`config.mk`:
```
export PLATFORM = sky130hd
export DESIGN_NAME = pcl_div
export DESIGN_NICKNAME = d
export VERILOG_FILES = /design/src/design/pcl_pkg.sv /design/src/design/pcl_div.sv
export SDC_FILE = /design/constraint.sdc
export NUM_CORES = 1
export LEC_CHECK = 0
export BUFFER_PORTS_ARGS = -buffer_cell sky130_fd_sc_hd__buf_2
export CORE_ASPECT_RATIO = 1.2
export CORE_MARGIN = 2
export CORE_UTILIZATION = 58
export DETAILED_ROUTE_END_ITERATION = 7
export PLACE_DENSITY_LB_ADDON = 0.3
export SLEW_MARGIN = 20
export SYNTH_ARGS = -nofsm -noshare
export SYNTH_HDL_FRONTEND = slang
export SYNTH_SLANG_ARGS = --single-unit
```
`constraint.sdc`:
```
create_clock -name clk_i -period 7.5 [get_ports clk_i]
set_input_delay 0.75 -clock clk_i [delete_from_list [all_inputs] [get_ports clk_i]]
set_output_delay 0.75 -clock clk_i [all_outputs]
set_load 0.03 [all_outputs]
```
`src/design/pcl_pkg.sv`:
```
`default_nettype none
package pcl_pkg;
  localparam int unsigned MaxCellsPerAxis = 8;
  localparam int unsigned CellCapacity    = 8;
  localparam int unsigned MaxResults      = 64;

  typedef enum logic [1:0] {
    KIND_INSERT = 2'd0,
    KIND_QUERY  = 2'd1,
    KIND_CLEAR  = 2'd2
  } kind_e;

  typedef enum logic [2:0] {
    ST_NEIGHBOR  = 3'd0,
    ST_NONE      = 3'd1,
    ST_INSERTED  = 3'd2,
    ST_RANGE     = 3'd3,
    ST_FULL      = 3'd4,
    ST_CLEARED   = 3'd5,
    ST_TRUNCATED = 3'd6
  } status_e;

  typedef enum logic [2:0] {
    REG_BOX_X   = 3'd0,
    REG_BOX_Y   = 3'd1,
    REG_BOX_Z   = 3'd2,
    REG_CELLS_X = 3'd3,
    REG_CELLS_Y = 3'd4,
    REG_CELLS_Z = 3'd5,
    REG_CUTOFF  = 3'd6
  } reg_e;
endpackage
`default_nettype wire

```
`src/design/pcl_div.sv`:
```
`default_nettype none
// Restoring divider: quotient and remainder of a 20-bit numerator by a 16-bit
// divisor, one quotient bit per cycle.
module pcl_div import pcl_pkg::*; (
  input  wire logic        clk_i,
  input  wire logic        rst_ni,
  input  wire logic        start_i,
  input  wire logic [19:0] num_i,
  input  wire logic [15:0] den_i,
  output logic             done_o,
  output logic [19:0]      quo_o,
  output logic [15:0]      rem_o
);
  logic [4:0]  cnt_q, cnt_d;
  logic        run_q, run_d;
  logic [19:0] quo_q, quo_d;
  logic [16:0] rem_q, rem_d;
  logic [15:0] den_q, den_d;
  logic [17:0] trial;

  always_comb begin
    run_d = run_q;
    cnt_d = cnt_q;
    quo_d = quo_q;
    rem_d = rem_q;
    den_d = den_q;
    trial = '0;
    done_o = 1'b0;
    if (start_i) begin
      run_d = 1'b1;
      cnt_d = 5'd19;
      quo_d = num_i;
      rem_d = '0;
      den_d = den_i;
    end else if (run_q) begin
      trial = {rem_q, quo_q[19]} - {2'b0, den_q};
      if (!trial[17]) begin
        rem_d = trial[16:0];
        quo_d = {quo_q[18:0], 1'b1};
      end else begin
        rem_d = {rem_q[15:0], quo_q[19]};
        quo_d = {quo_q[18:0], 1'b0};
      end
      cnt_d = cnt_q - 5'd1;
      if (cnt_q == 5'd0) begin
        run_d = 1'b0;
        done_o = 1'b1;
      end
    end
  end

  assign quo_o = quo_d;
  assign rem_o = rem_d[15:0];

  always_ff @(posedge clk_i or negedge rst_ni) begin
    if (!rst_ni) begin
      run_q <= 1'b0;
      cnt_q <= '0;
    end else begin
      run_q <= run_d;
      cnt_q <= cnt_d;
    end
  end

  always_ff @(posedge clk_i) begin
    quo_q <= quo_d;
    rem_q <= rem_d;
    den_q <= den_d;
  end
endmodule
`default_nettype wire

```
== Word level (Yosys, flattened, before mapping) ==
Index checks and enable logic that the tools add are counted.

* Bits in registers: 59
* Input bits: 39
* Output and inout port bits: 37
* Word-level logic and storage cells: 24

* Add/sub/neg operators: 2
* Muxes and demuxes: 14
* Reduce and logical (&&, ||, !) cells: 2

{| class="wikitable"
|+ Operators with widths
! kind !! number
|-
| $mux 20 || 2
|-
| $mux 16 || 2
|-
| $sub 18x16->18 || 1
|-
| $mux 17 || 1
|-
| $mux 5 || 2
|-
| $mux 1 || 7
|-
| $logic_not 5->1 || 1
|-
| $sub 5x1->5 const B || 1
|-
| $reduce_bool 2->1 || 1
|}

== Longest topological paths before layout ==
Gate-level depths: netlist of the first run.

* Word-level depth: 4
* Mapped depth: 12
* Mapped depth without buffers: 11

== Worst setup path after synthesis of the first run ==
Ideal clock, no wire load.

* Path type: reg-to-output
* Start: register quo_q[19]
* End: output port rem_o[12]
* Arrival time: 2892 ps
* Required time: 6750 ps
* Slack: 3858 ps
* Cell stages (with the launch flop): 11
* Path buffers: 0
* Cell sequence: dfxtp_1 > inv_1 > ha_1 > inv_1 > fa_1 > a21o_1 > a221oi_1 > o311a_1 > xnor2_1 > nand3_1 > a311oi_1

* Word-level cells in the longest chain between the ends: 4

{| class="wikitable"
|+ Ends and longest elaborated chain
! item !! line !! source
|-
| start: declaration || pcl_div.sv:16 || <nowiki>logic [19:0] quo_q, quo_d;</nowiki>
|-
| start signal: assignment || pcl_div.sv:66 || <nowiki>quo_q <= quo_d;</nowiki>
|-
| $sub 18x16->18 || pcl_div.sv:36 || <nowiki>trial = {rem_q, quo_q[19]} - {2'b0, den_q};</nowiki>
|-
| $mux 17 || pcl_div.sv:37 || <nowiki>if (!trial[17]) begin</nowiki>
|-
| $mux 16 || pcl_div.sv:35 || <nowiki>end else if (run_q) begin</nowiki>
|-
| $mux 16 || pcl_div.sv:29 || <nowiki>if (start_i) begin</nowiki>
|-
| end: declaration || pcl_div.sv:12 || <nowiki>output logic [15:0] rem_o</nowiki>
|}

Every way passes these cells.

== Final worst setup path of the first run ==
Same ends and word-level chain as after synthesis.

==> results of run 1 <==
==> worst max-delay path by stage <==
stage | endpoint | from | depth (start not counted)
after CTS | rem_o[12] | quo_q[19] | 11
after detailed placement | rem_o[12] | quo_q[19] | 11
after global placement | rem_o[12] | quo_q[19] | 11
after floorplan | rem_o[12] | quo_q[19] | 10
after global routing | rem_o[15] | den_q[1] | 10
final | rem_o[12] | quo_q[19] | 11
==> routing by layer <==
metal  up-vias  share of wire (%)  GRT usage [%]
met4         0                1.8           14.3
met1      1335                 43           28.0
li1       1425                  -              -
met5         -                  0              0
met2        91                 49           39.5
met3        10                6.7           6.74
==> layout make-up <==
class	instances	area (µm²)	share of cell area (%)
Inverter	22	82.6	2.14
Tap cell	64	80.1	2.08
Timing Repair Buffer	77	390	10.1
Multi-Input combinational cell	256	1720	44.7
Clock buffer	11	131	3.40
Clock inverter	5	77.6	2.01
Sequential cell	59	1370	35.6
==> Yosys cell counts, drive strengths merged (3+ instances only) <==
cell / number / area, µm²
o21ai: 41 / 216
dfxtp: 37 / 741
nand2: 36 / 135
nor2: 24 / 90.1
inv: 22 / 82.6
mux2i: 19 / 190
ha: 18 / 225
edfxtp: 16 / 480
nand3: 16 / 80.1
a21oi: 13 / 68.8
a311oi: 12 / 105
clkbuf: 12 / 45.0
xnor2: 12 / 105
buf: 9 / 63.8
dfrtp: 6 / 150
nand2b: 6 / 37.5
o21a: 6 / 52.6
nor2b: 5 / 31.3
a21o: 4 / 30.0
nor3: 4 / 25.0
xor2: 4 / 35.0
nand4: 3 / 18.8
o211ai: 3 / 22.5
==> metrics by stage <==
stage | total power, W | setup slack, ns | util (%) | std cells
detailed placement | 0.00102 | 3.70 | 65.7 | 478
CTS | 0.00132 | 3.35 | 69.5 | 494
floorplan | 0.000895 | 3.86 | - | 358
finish | 0.00132 | 3.33 | 69.5 | 494
global route | 0.00141 | 3.09 | 69.5 | 494
global placement | 0.000999 | 3.83 | 65.7 | 478
==> cell families after synthesis <==
kind of cell | after synthesis | share of synthesized area (%)
adder cells (fa/ha/maj) | 19 | 7.46
flip-flops | 59 | 41.7
XOR/XNOR | 16 | 4.26
multiplexers | 19 | 5.79
AND/OR/NAND/NOR | 104 | 15.0
AO/OA/AOI/OAI | 98 | 19.9
buffers and inverters | 43 | 5.82
==> sequential cells by signal, indices dropped and copies added, names as in the netlist <==
| register | count |
|---|---|
| rem_q | 17 |
| cnt_q | 5 |
| quo_q | 20 |
| run_q | 1 |
| den_q | 16 |
==> power groups by stage <==
| stage | registers [W] | logic, W | clock network (W) |
|---|---|---|---|
| after floorplan | 0.000421 | 0.000474 | 0 |
| after global placement | 0.000431 | 0.000569 | 0 |
| after detailed placement | 0.000431 | 0.000585 | 0 |
| after CTS | 0.000425 | 0.000589 | 0.000311 |
| after global routing | 0.000432 | 0.000647 | 0.000326 |
| final | 0.000426 | 0.000590 | 0.000306 |
==> summary.md, run 1 <==
| Metric | Value |
|---|---|
| CP Buf/Inv Count | 3 |
| # nets final | about 480 |
| Synth Instances | approximately 360 |
| Clk_skew | around 0.0090 ns |
| Root buffer cell | clkbuf_8 |
| R2R cell count | 10 |
| Hold Violations, Final | 0 |
| GPL Wtd Cong | around 0.89 |
| Crit path kind | flip-flop to output port |
| Leak | around 1.9 nW |
| Top_reg_cell synth | dfxtp_1 |
| Setup TNS | 0 ns |
| Asr flop ratio synth | between 10% and 20% |
| Reg2reg setup slack | approximately 4.6 ns |
| PD cells | ~340 nW/µm² |
| CP endpoint kind | output port |
| Iteration-0 DRC Markers | roughly 200 |
| Share of power burned in combinational logic | 44.6% |
| CTS hold repair buffers | 0 |
| Final Max Tran Viols | 0 |
| Setup violators final | 0 |
| Max Cap Viol | 0 |
| Flop pwr share | 32.2% |
| CTS resizes | 0 |
| Clk pin slew, worst setup/hold paths | 0.07 ns |
| I/O pins | between 70 and 80 |
| YS warnings | 0 |
| HP Class | input port to async pin |
| Reg2reg end | rem_q[12] |
| Number of global-route vias before repair | 2806 |
| Core area | approximately 5600 µm² |
| Mean area per synthesized cell | 9.18 µm² |
| Via count | 2861 |
| Max VDD drop | 0.169 mV |
| Max stage delay cell, worst path | a221oi_1 |
| Final worst-path cycle share | 55.6% |
| Net Count, Synth | approximately 420 |
| Slew headroom | a little under two fifths |
| CTS tree | done |
| Post-synthesis sequential area ratio | about two fifths |
| Design area | a little under 4000 µm² |
| Largest net degree at the start of global routing | 83 |
| DR pass1 iterations | 4 |
| Yosys reg bits | 59 |
| Max FO, Critical Path | 4 |
| Cts bufs inserted | 9 |
| Switching power | between 0.0005 and 0.0006 W |
| Period minus WS final | between 4 and 5 ns |
| Setup repair bufs after CTS | 0 |
| Cell variety after synth | 55 |
| Clock share of power | a little under a quarter |
| Min Hold Slack | between 0.2 and 0.25 ns |
| Cell Chain, Critical Path | inv_1 -> ha_1 -> inv_1 -> fa_1 -> a21o_1 -> a221oi_1 -> o311a_1 -> xnor2_1 -> nand3_1 -> a311oi_1 -> buf_2 |
| # rows | 30 |
| CP top delay family | compound AO/OA/AOI/OAI gates |
| Share of post-route cells with drive strength above 1 | between 20% and 30% |
| Initial antenna violation count | 0 |
| Number of diodes | 0 |
| Most common cell after layout, fill and taps aside | buf_2 |
| Skew-Pair Late Insertion Delay | around 0.33 ns |
| Die X-Extent | about 73 µm |
| Data required, critical path | 6.75 ns |
| Post-DRT Antenna Nets | 0 |
| Top cell by count, worst path | inv_1 |
| Starting density of the core | approximately 60% |
| Area grow syn2layout | 17.4% |
| RSZ-0062 raised after global routing | false |
| Longest Clk Path Bufs | 2 |
| Htree depth | 3 |
| GRT Overall Usage | between 20% and 30% |
| TritonCTS sink count | slightly below 60 |
| Most frequent cells in the layout | buf_2, o21ai_0, dfxtp_1 |
| Status | finished clean |
| Cell Area, Synth | 3290 µm² |
| Fillers | roughly 460 |
| CP max stage delay | about 0.58 ns |
| Post-DP HPWL | 4.92 mm |
| Worst setup SP type | flip-flop |
| Global-route wire length before repair | around 12 mm |
| Post-DP Area | about 3600 µm² |
| EDFF count, synth | 16 |
| Via-to-Cell Ratio | 5.79 |
| Die area | between 6000 and 7000 µm² |
| WL/cell | between 10 and 15 µm |
| Internal power | between 0.0007 and 0.0008 W |
| Measured slew at the worst slew-check pin | approximately 0.92 ns |
| IO Port Bufs | 75 |
| GRT overflow | 0 |
| Die H | roughly 86 µm |
| Max Fclk | approximately 240 MHz |
| Drt drc | 0 |
| Switch share | around two fifths |
| Critical path arrival | 3.42 ns |
| Worst R2R Start | quo_q[19] |
| WL final | roughly 7.1 mm |
No activity file was read; power rests on OpenSTA's default activity.
==> inputs of run 2 (changes only) <==
--- a/config.mk
+++ b/config.mk
@@ -8,7 +8,7 @@
 export BUFFER_PORTS_ARGS = -buffer_cell sky130_fd_sc_hd__buf_2
 export CORE_ASPECT_RATIO = 1.2
 export CORE_MARGIN = 2
-export CORE_UTILIZATION = 58
+export CORE_UTILIZATION = 49
 export DETAILED_ROUTE_END_ITERATION = 7
 export PLACE_DENSITY_LB_ADDON = 0.3
 export SLEW_MARGIN = 20
==> constraint.sdc (replaced) <==
create_clock -name clk_i -period 3.7 [get_ports clk_i]
set_input_delay 0.37 -clock clk_i [delete_from_list [all_inputs] [get_ports clk_i]]
set_output_delay 0.37 -clock clk_i [all_outputs]
set_load 0.03 [all_outputs]
==> run 2 against run 1 <==
  * Critical path depth fell by 1
  * Die area rose by 17%
  * Clock power grew 88%
  * Global-route usage shrank 2.9 points
  * Worst hold slack got worse by 0.032 ns
  * Cell area rose by 1.3%
  * First-iteration DRC count fell by 22%
  * Register-to-register slack got worse by 3.5 ns
  * Sequential share of layout area decreased by 0.44 points
  * Clock skew is 0.0033 ns lower
  * Largest cell class unchanged
  * Largest power group unchanged
==> summary.md, run 2 (same netlist as run 1, synthesis figures left out) <==
| Metric | Value |
|---|---|
| Status | finished clean |
| Die area | 7380 µm² (+17%) |
| Fillers | 590 (+29%) |
| PD cells | 684 nW/µm² (+100%) |
| Clk pin slew, worst setup/hold paths | 0.07 ns (about the same) |
| Final core occ | 60.6% (-8.8 points) |
| Measured slew at the worst slew-check pin | 0.766 ns (-0.158 ns) |
| Leak | 1.86 nW (+0.52%) |
| CP endpoint kind | output port |
| Global-route wire length before repair | 12.2 mm (+2.0%) |
| WL/cell | 14.3 µm (+0.12%) |
| Number of global-route vias before repair | 2760 (-1.6%) |
| Post-DP HPWL | 5.22 mm (+6.1%) |
| DR pass1 iterations | 5 (+1) |
| Number of diodes | 0 (unchanged) |
| Clk_skew | 0.00577 ns (-0.00326 ns) |
| Crit path launch | den_q[10] |
| Final Max Tran Viols | 0 (unchanged) |
| Starting density of the core | 51.0% (-8.2 points) |
| Via-to-Cell Ratio | 5.51 (-4.8%) |
| Worst setup SP type | flip-flop |
| Hold Path Origin | den_i[0] |
| Longest Clk Path Bufs | 2 (unchanged) |
| Hold Path Cell Cnt | 1 |
| RSZ-0062 raised after global routing | false |
| # rows | 32 (+6.7%) |
| Max reg flops | 20 (unchanged) |
| Skew-Pair Late Insertion Delay | 0.35 ns (+0.02 ns) |
| Root buffer cell | clkbuf_8 |
| Cts bufs inserted | 9 (unchanged) |
| Top cell by count, worst path | nand2_1 |
| Via count | 2851 (-0.35%) |
| Max VDD drop | 0.317 mV (+88%) |
| Cell Chain, Critical Path | inv_1 -> ha_1 -> a211oi_1 -> o211ai_1 -> nand2_1 -> nand2_1 -> o21ai_4 -> nand4b_1 -> a311oi_1 -> buf_2 |
| Crit path kind | flip-flop to output port |
| GPL Wtd Cong | 0.844 (-5.0%) |
| GRT Overall Usage | 21.3% (-2.9 points) |
| Slew headroom | 48.9% (+11 points) |
| TritonCTS sink count | 59 (unchanged) |
| Htree depth | 3 (unchanged) |
| Post-DP Area | 3680 µm² (+0.93%) |
| Period minus WS final | approximately 3.5 ns |
| Die X-Extent | 78.8 µm (+8.3%) |
| # nets final | 485 (+0.41%) |
| Share of post-route cells with drive strength above 1 | 24.5% (+1.5 points) |
| Max Cap Viol | 0 (unchanged) |
| Top reg by flops | quo_q |
| Largest net degree at the start of global routing | 45 (-46%) |
| Max Fclk | 285 MHz |
| Setup repair bufs after CTS | 0 (unchanged) |
| Top Registers | quo_q (20), rem_q (17), den_q (16) |
| Setup TNS | 0 ns (unchanged) |
| HP Class | input port to flip-flop |
| I/O pins | 76 (unchanged) |
| Most common cell after layout, fill and taps aside | buf_2 |
| GRT overflow | 0 (unchanged) |
| Max FO, Critical Path | 18 (+14) |
| WL final | 7.41 mm (+4.8%) |
| Design area | 3910 µm² (+1.3%) |
| CTS tree | done |
| Initial antenna violation count | 0 (unchanged) |
| Core area | 6450 µm² (+16%) |
| IO Port Bufs | 75 (unchanged) |
| Area grow syn2layout | 18.9% |
| Die H | 93.7 µm (+8.4%) |
| R2R cell count | 9 (-1) |
| Iteration-0 DRC Markers | 158 (-22%) |
| Hold Violations, Final | 0 (unchanged) |
| Post-DRT Antenna Nets | 0 (unchanged) |
| Critical path arrival | 3.14 ns (-0.28 ns) |
| Max stage delay cell, worst path | o21ai_4 |
| Final worst-path cycle share | between 90% and 100% |
| Drt drc | 0 (unchanged) |
| Data required, critical path | 3.33 ns (-3.42 ns) |
| CP max stage delay | 0.45 ns (-0.13 ns) |
| Setup violators final | 0 (unchanged) |
| Most frequent cells in the layout | buf_2, o21ai_0, dfxtp_1 |
| Worst R2R Start | den_q[10] |
run 2: cell types whose count changed in the layout (fill, tap and decap cells not counted), sizes merged:
| cell | change |
|---|---|
| buf | +1 |
| bufinv | -2 |
| clkinv | -1 |
| clkinvlp | +1 |
| dlygate4sd3 | +1 |
| inv | +2 |
run 2: final timing paths:
path,to,slack (ns)
hold / removal,den_q[0],0.19
min in group asynchronous,run_q,0.40
setup reg to reg,rem_q[15],1.05
hold reg to reg,rem_q[5],0.51
setup / recovery,rem_o[15],0.19
max in group asynchronous,run_q,3.14
run 2: worst max-delay path: cells and delay by family (launching register included):
kind | cells | cell delay [ns]
adders and majority gates | 1 | 0.28
DFF | 1 | 0.36
buffers and inverters | 2 | 0.34
and+or+nand+nor | 3 | 0.42
AOI/OAI and AO/OA | 4 | 1.38
run 2: repair_timing:
item | CTS | global route
resized for setup | 0 | 4
endpoints found under the hold margin | 6 | 0
endpoints found under the setup margin | 0 | 12
hold buffers | 1 | 0
run 2: per-layer routing:
layer,vias up,GRT usage [%],part of all wire (%)
met2,92,35.0,50
met1,1314,24.2,40
met4,0,13.6,3.1
met5,-,0,0
li1,1422,-,-
met3,23,6.06,6.8
run 2: final cells by class:
class,count,area [µm²],area share [%]
well taps,85,106,2.72
multi-input cells,256,1740,44.6
flip-flops and latches,59,1370,35.1
inverters,22,82.6,2.11
repair buffers,79,408,10.4
clock buffers,11,163,4.16
clock inverters,5,32.5,0.833
run 2: per-stage QoR:
stage / instances / hold WS, ns / total power (W) / worst slack, ns
5_1_grt: 517 / 0.180 / 0.00284 / 0.00725
6_report: 517 / 0.195 / 0.00267 / 0.193
4_1_cts: 517 / 0.178 / 0.00266 / 0.0689
2_1_floorplan: 358 / 0.0744 / 0.00181 / 0.438
3_3_place_gp: 500 / 0.200 / 0.00205 / 0.538
3_5_place_dp: 500 / 0.203 / 0.00208 / 0.457
run 2: power breakdown:
| group | total, W | internal (W) | switching [W] |
|---|---|---|---|
| logic | 0.00123 | 0.000462 | 0.000773 |
| registers | 0.000864 | 0.000780 | 0.0000842 |
| clock network | 0.000574 | 0.000302 | 0.000272 |
| total | 0.00267 | 0.00154 | 0.00113 |
==> inputs of run 3 (changes only) <==
--- a/config.mk
+++ b/config.mk
@@ -6,11 +6,14 @@
 export NUM_CORES = 1
 export LEC_CHECK = 0
 export BUFFER_PORTS_ARGS = -buffer_cell sky130_fd_sc_hd__buf_2
+export CELL_PAD_IN_SITES_DETAIL_PLACEMENT = 1
+export CELL_PAD_IN_SITES_GLOBAL_PLACEMENT = 2
 export CORE_ASPECT_RATIO = 1.2
 export CORE_MARGIN = 2
-export CORE_UTILIZATION = 49
+export CORE_UTILIZATION = 29
 export DETAILED_ROUTE_END_ITERATION = 7
 export PLACE_DENSITY_LB_ADDON = 0.3
+export RECOVER_POWER = 25
 export SLEW_MARGIN = 20
 export SYNTH_ARGS = -nofsm -noshare
 export SYNTH_HDL_FRONTEND = slang
==> run 3 against run 2 <==
  * Clock power is 30% higher
  * Sequential power is 0.6% higher
  * Largest power group unchanged
  * First-iteration DRC count is 46% lower
  * Combinational power hardly changed
  * Cell count is 10% higher
  * Critical path type unchanged
  * Count of clock-buffer cells in the layout stayed put
  * Highest routed layer unchanged
==> summary.md, run 3 (same netlist as run 1, synthesis figures left out) <==
| Metric | Value |
|---|---|
| PD cells | 708 nW/µm² (+3.6%) |
| GPL Wtd Cong | 0.757 (-10%) |
| Most common cell after layout, fill and taps aside | buf_2 |
| Via count | 2846 (-0.18%) |
| Post-DRT Antenna Nets | 0 (unchanged) |
| Setup repair bufs after CTS | 0 (unchanged) |
| Area grow syn2layout | 23.8% |
| Number of global-route vias before repair | 3023 (+9.5%) |
| Slew headroom | 44.2% (-4.8 points) |
| Max FO, Critical Path | 4 (-14) |
| I/O pins | 76 (unchanged) |
| WL final | 8.87 mm (+20%) |
| Hold Violations, Final | 0 (unchanged) |
| Top reg by flops | quo_q |
| Setup TNS | 0 ns (unchanged) |
| GRT Overall Usage | 15.2% (-6.1 points) |
| Skew-Pair Late Insertion Delay | 0.33 ns (-0.02 ns) |
| Htree depth | 3 (unchanged) |
| DR pass1 iterations | 4 (-1) |
| Fillers | 1310 (+120%) |
| # nets final | 490 (+1.0%) |
| # rows | 42 (+31%) |
| Root buffer cell | clkbuf_16 |
| Measured slew at the worst slew-check pin | 0.837 ns (+0.0715 ns) |
| Number of diodes | 0 (unchanged) |
| Status | finished clean |
| Iteration-0 DRC Markers | 86 (-46%) |
| Worst setup SP type | flip-flop |
| Max reg flops | 20 (unchanged) |
| Max VDD drop | 0.251 mV (-21%) |
| Share of post-route cells with drive strength above 1 | 24.5% (-0.052 points) |
| Post-DP HPWL | 6.58 mm (+26%) |
| Drt drc | 0 (unchanged) |
| Initial antenna violation count | 0 (unchanged) |
| Most frequent cells in the layout | buf_2, o21ai_0, dfxtp_1 |
| Longest Clk Path Bufs | 2 (unchanged) |
| HP Class | input port to flip-flop |
| Starting density of the core | 29.8% (-21 points) |
| Core area | 11000 µm² (+71%) |
| Reg2reg setup slack | 1.05 ns (about the same) |
| Critical path arrival | 3.11 ns (-0.03 ns) |
| Critical path endpoint | rem_o[12] |
| CTS tree | done |
| Worst R2R Start | quo_q[19] |
| Period minus WS final | 3.48 ns (-0.0257 ns) |
| Final Max Tran Viols | 0 (unchanged) |
| Top Registers | quo_q (20), rem_q (17), den_q (16) |
| Cts bufs inserted | 9 (unchanged) |
| Final worst-path cycle share | 94.1% (-0.69 points) |
| Crit path launch | quo_q[19] |
| Crit path kind | flip-flop to output port |
| R2R cell count | 11 (+2) |
| CP endpoint kind | output port |
| RSZ-0062 raised after global routing | false |
| Min Hold Slack | 0.207 ns (+0.0122 ns) |
| Max Cap Viol | 0 (unchanged) |
| Clk pin slew, worst setup/hold paths | 0.06 ns (about the same) |
| Die X-Extent | 101 µm (+28%) |
| Die area | 12200 µm² (+65%) |
| WL/cell | 15.6 µm (+8.8%) |
| Setup violators final | 0 (unchanged) |
| Max Fclk | 287 MHz (+0.74%) |
| TritonCTS sink count | 59 (unchanged) |
| Global-route wire length before repair | 14.3 mm (+18%) |
| Largest net degree at the start of global routing | 43 (-4.4%) |
| Via-to-Cell Ratio | 5.00 (-9.3%) |
| Reg2reg end | rem_q[14] |
| Data required, critical path | 3.33 ns (about the same) |
| Die H | 121 µm (+29%) |
| IO Port Bufs | 75 (unchanged) |
| Leak | 1.91 nW (+2.3%) |
| Clk_skew | 0.00757 ns (+0.00180 ns) |
| GRT overflow | 0 (unchanged) |
## run 3: cell types whose count changed in the layout (fill, tap and decap cells not counted), moves of 3 or more
cell       before  now
clkbuf_1        0    3
clkbuf_8       10    0
clkbuf_16       1    9
buf_4           3    8
## run 3: critical path, stage by stage (launching register included)
cell	delay [ns]
dfxtp_1	0.31
inv_1	0.08
ha_1	0.19
inv_1	0.06
fa_1	0.41
a21o_1	0.20
a221oi_1	0.25
buf_4	0.19
o311a_1	0.27
xnor2_1	0.15
nand3_1	0.11
a311oi_2	0.33
buf_2	0.25
## run 3: cell type report
cell class              count  area (µm²)  share of cell area (%)
multi-input cells         256        1740                    42.8
flip-flops and latches     59        1370                    33.7
repair buffers             84         444                    10.9
clock buffers              11         233                    5.72
well taps                 132         165                    4.06
inverters                  22        82.6                    2.03
clock inverters             5        30.0                   0.738
## run 3: how the worst min path moves through the flow
stage              start   endpoint  slack (ns)  depth (start not counted)
2_1_floorplan     rst_ni   cnt_q[0]        0.07                          0
3_3_place_gp      rst_ni   cnt_q[3]        0.20                          1
3_5_place_dp      rst_ni   cnt_q[3]        0.21                          1
4_1_cts        den_i[12]  den_q[12]        0.19                          1
5_1_grt        den_i[12]  den_q[12]        0.20                          1
6_report       den_i[12]  den_q[12]        0.21                          1
## run 3: timing repair
action                     CTS  global route
setup endpoints to repair    0             5
hold endpoints to repair     6             0
gates resized for setup      0             4
hold buffers                 1             0
## run 3: metal layers
metal / GRT usage, % / share of wire (%)
met3: 4.91 / 4.7
met2: 26.4 / 51
met4: 6.25 / 1.8
met1: 16.8 / 42
met5: 0 / 0
## run 3: power by group
part / internal (W) / switching (W) / total, W
clock: 0.000449 / 0.000299 / 0.000748
sequential: 0.000781 / 0.0000884 / 0.000869
combinational: 0.000481 / 0.000784 / 0.00126
## run 3: per-stage QoR
stage	power [W]	worst slack [ns]	instances	util (%)	cell area, µm²
CTS	0.00291	0.0955	569	36.7	4050
global placement	0.00214	0.497	552	34.3	3780
global route	0.00308	0.0232	569	36.9	4070
floorplan	0.00181	0.438	358	-	3290
detailed placement	0.00214	0.470	552	34.3	3780
finish	0.00288	0.219	569	36.9	4070
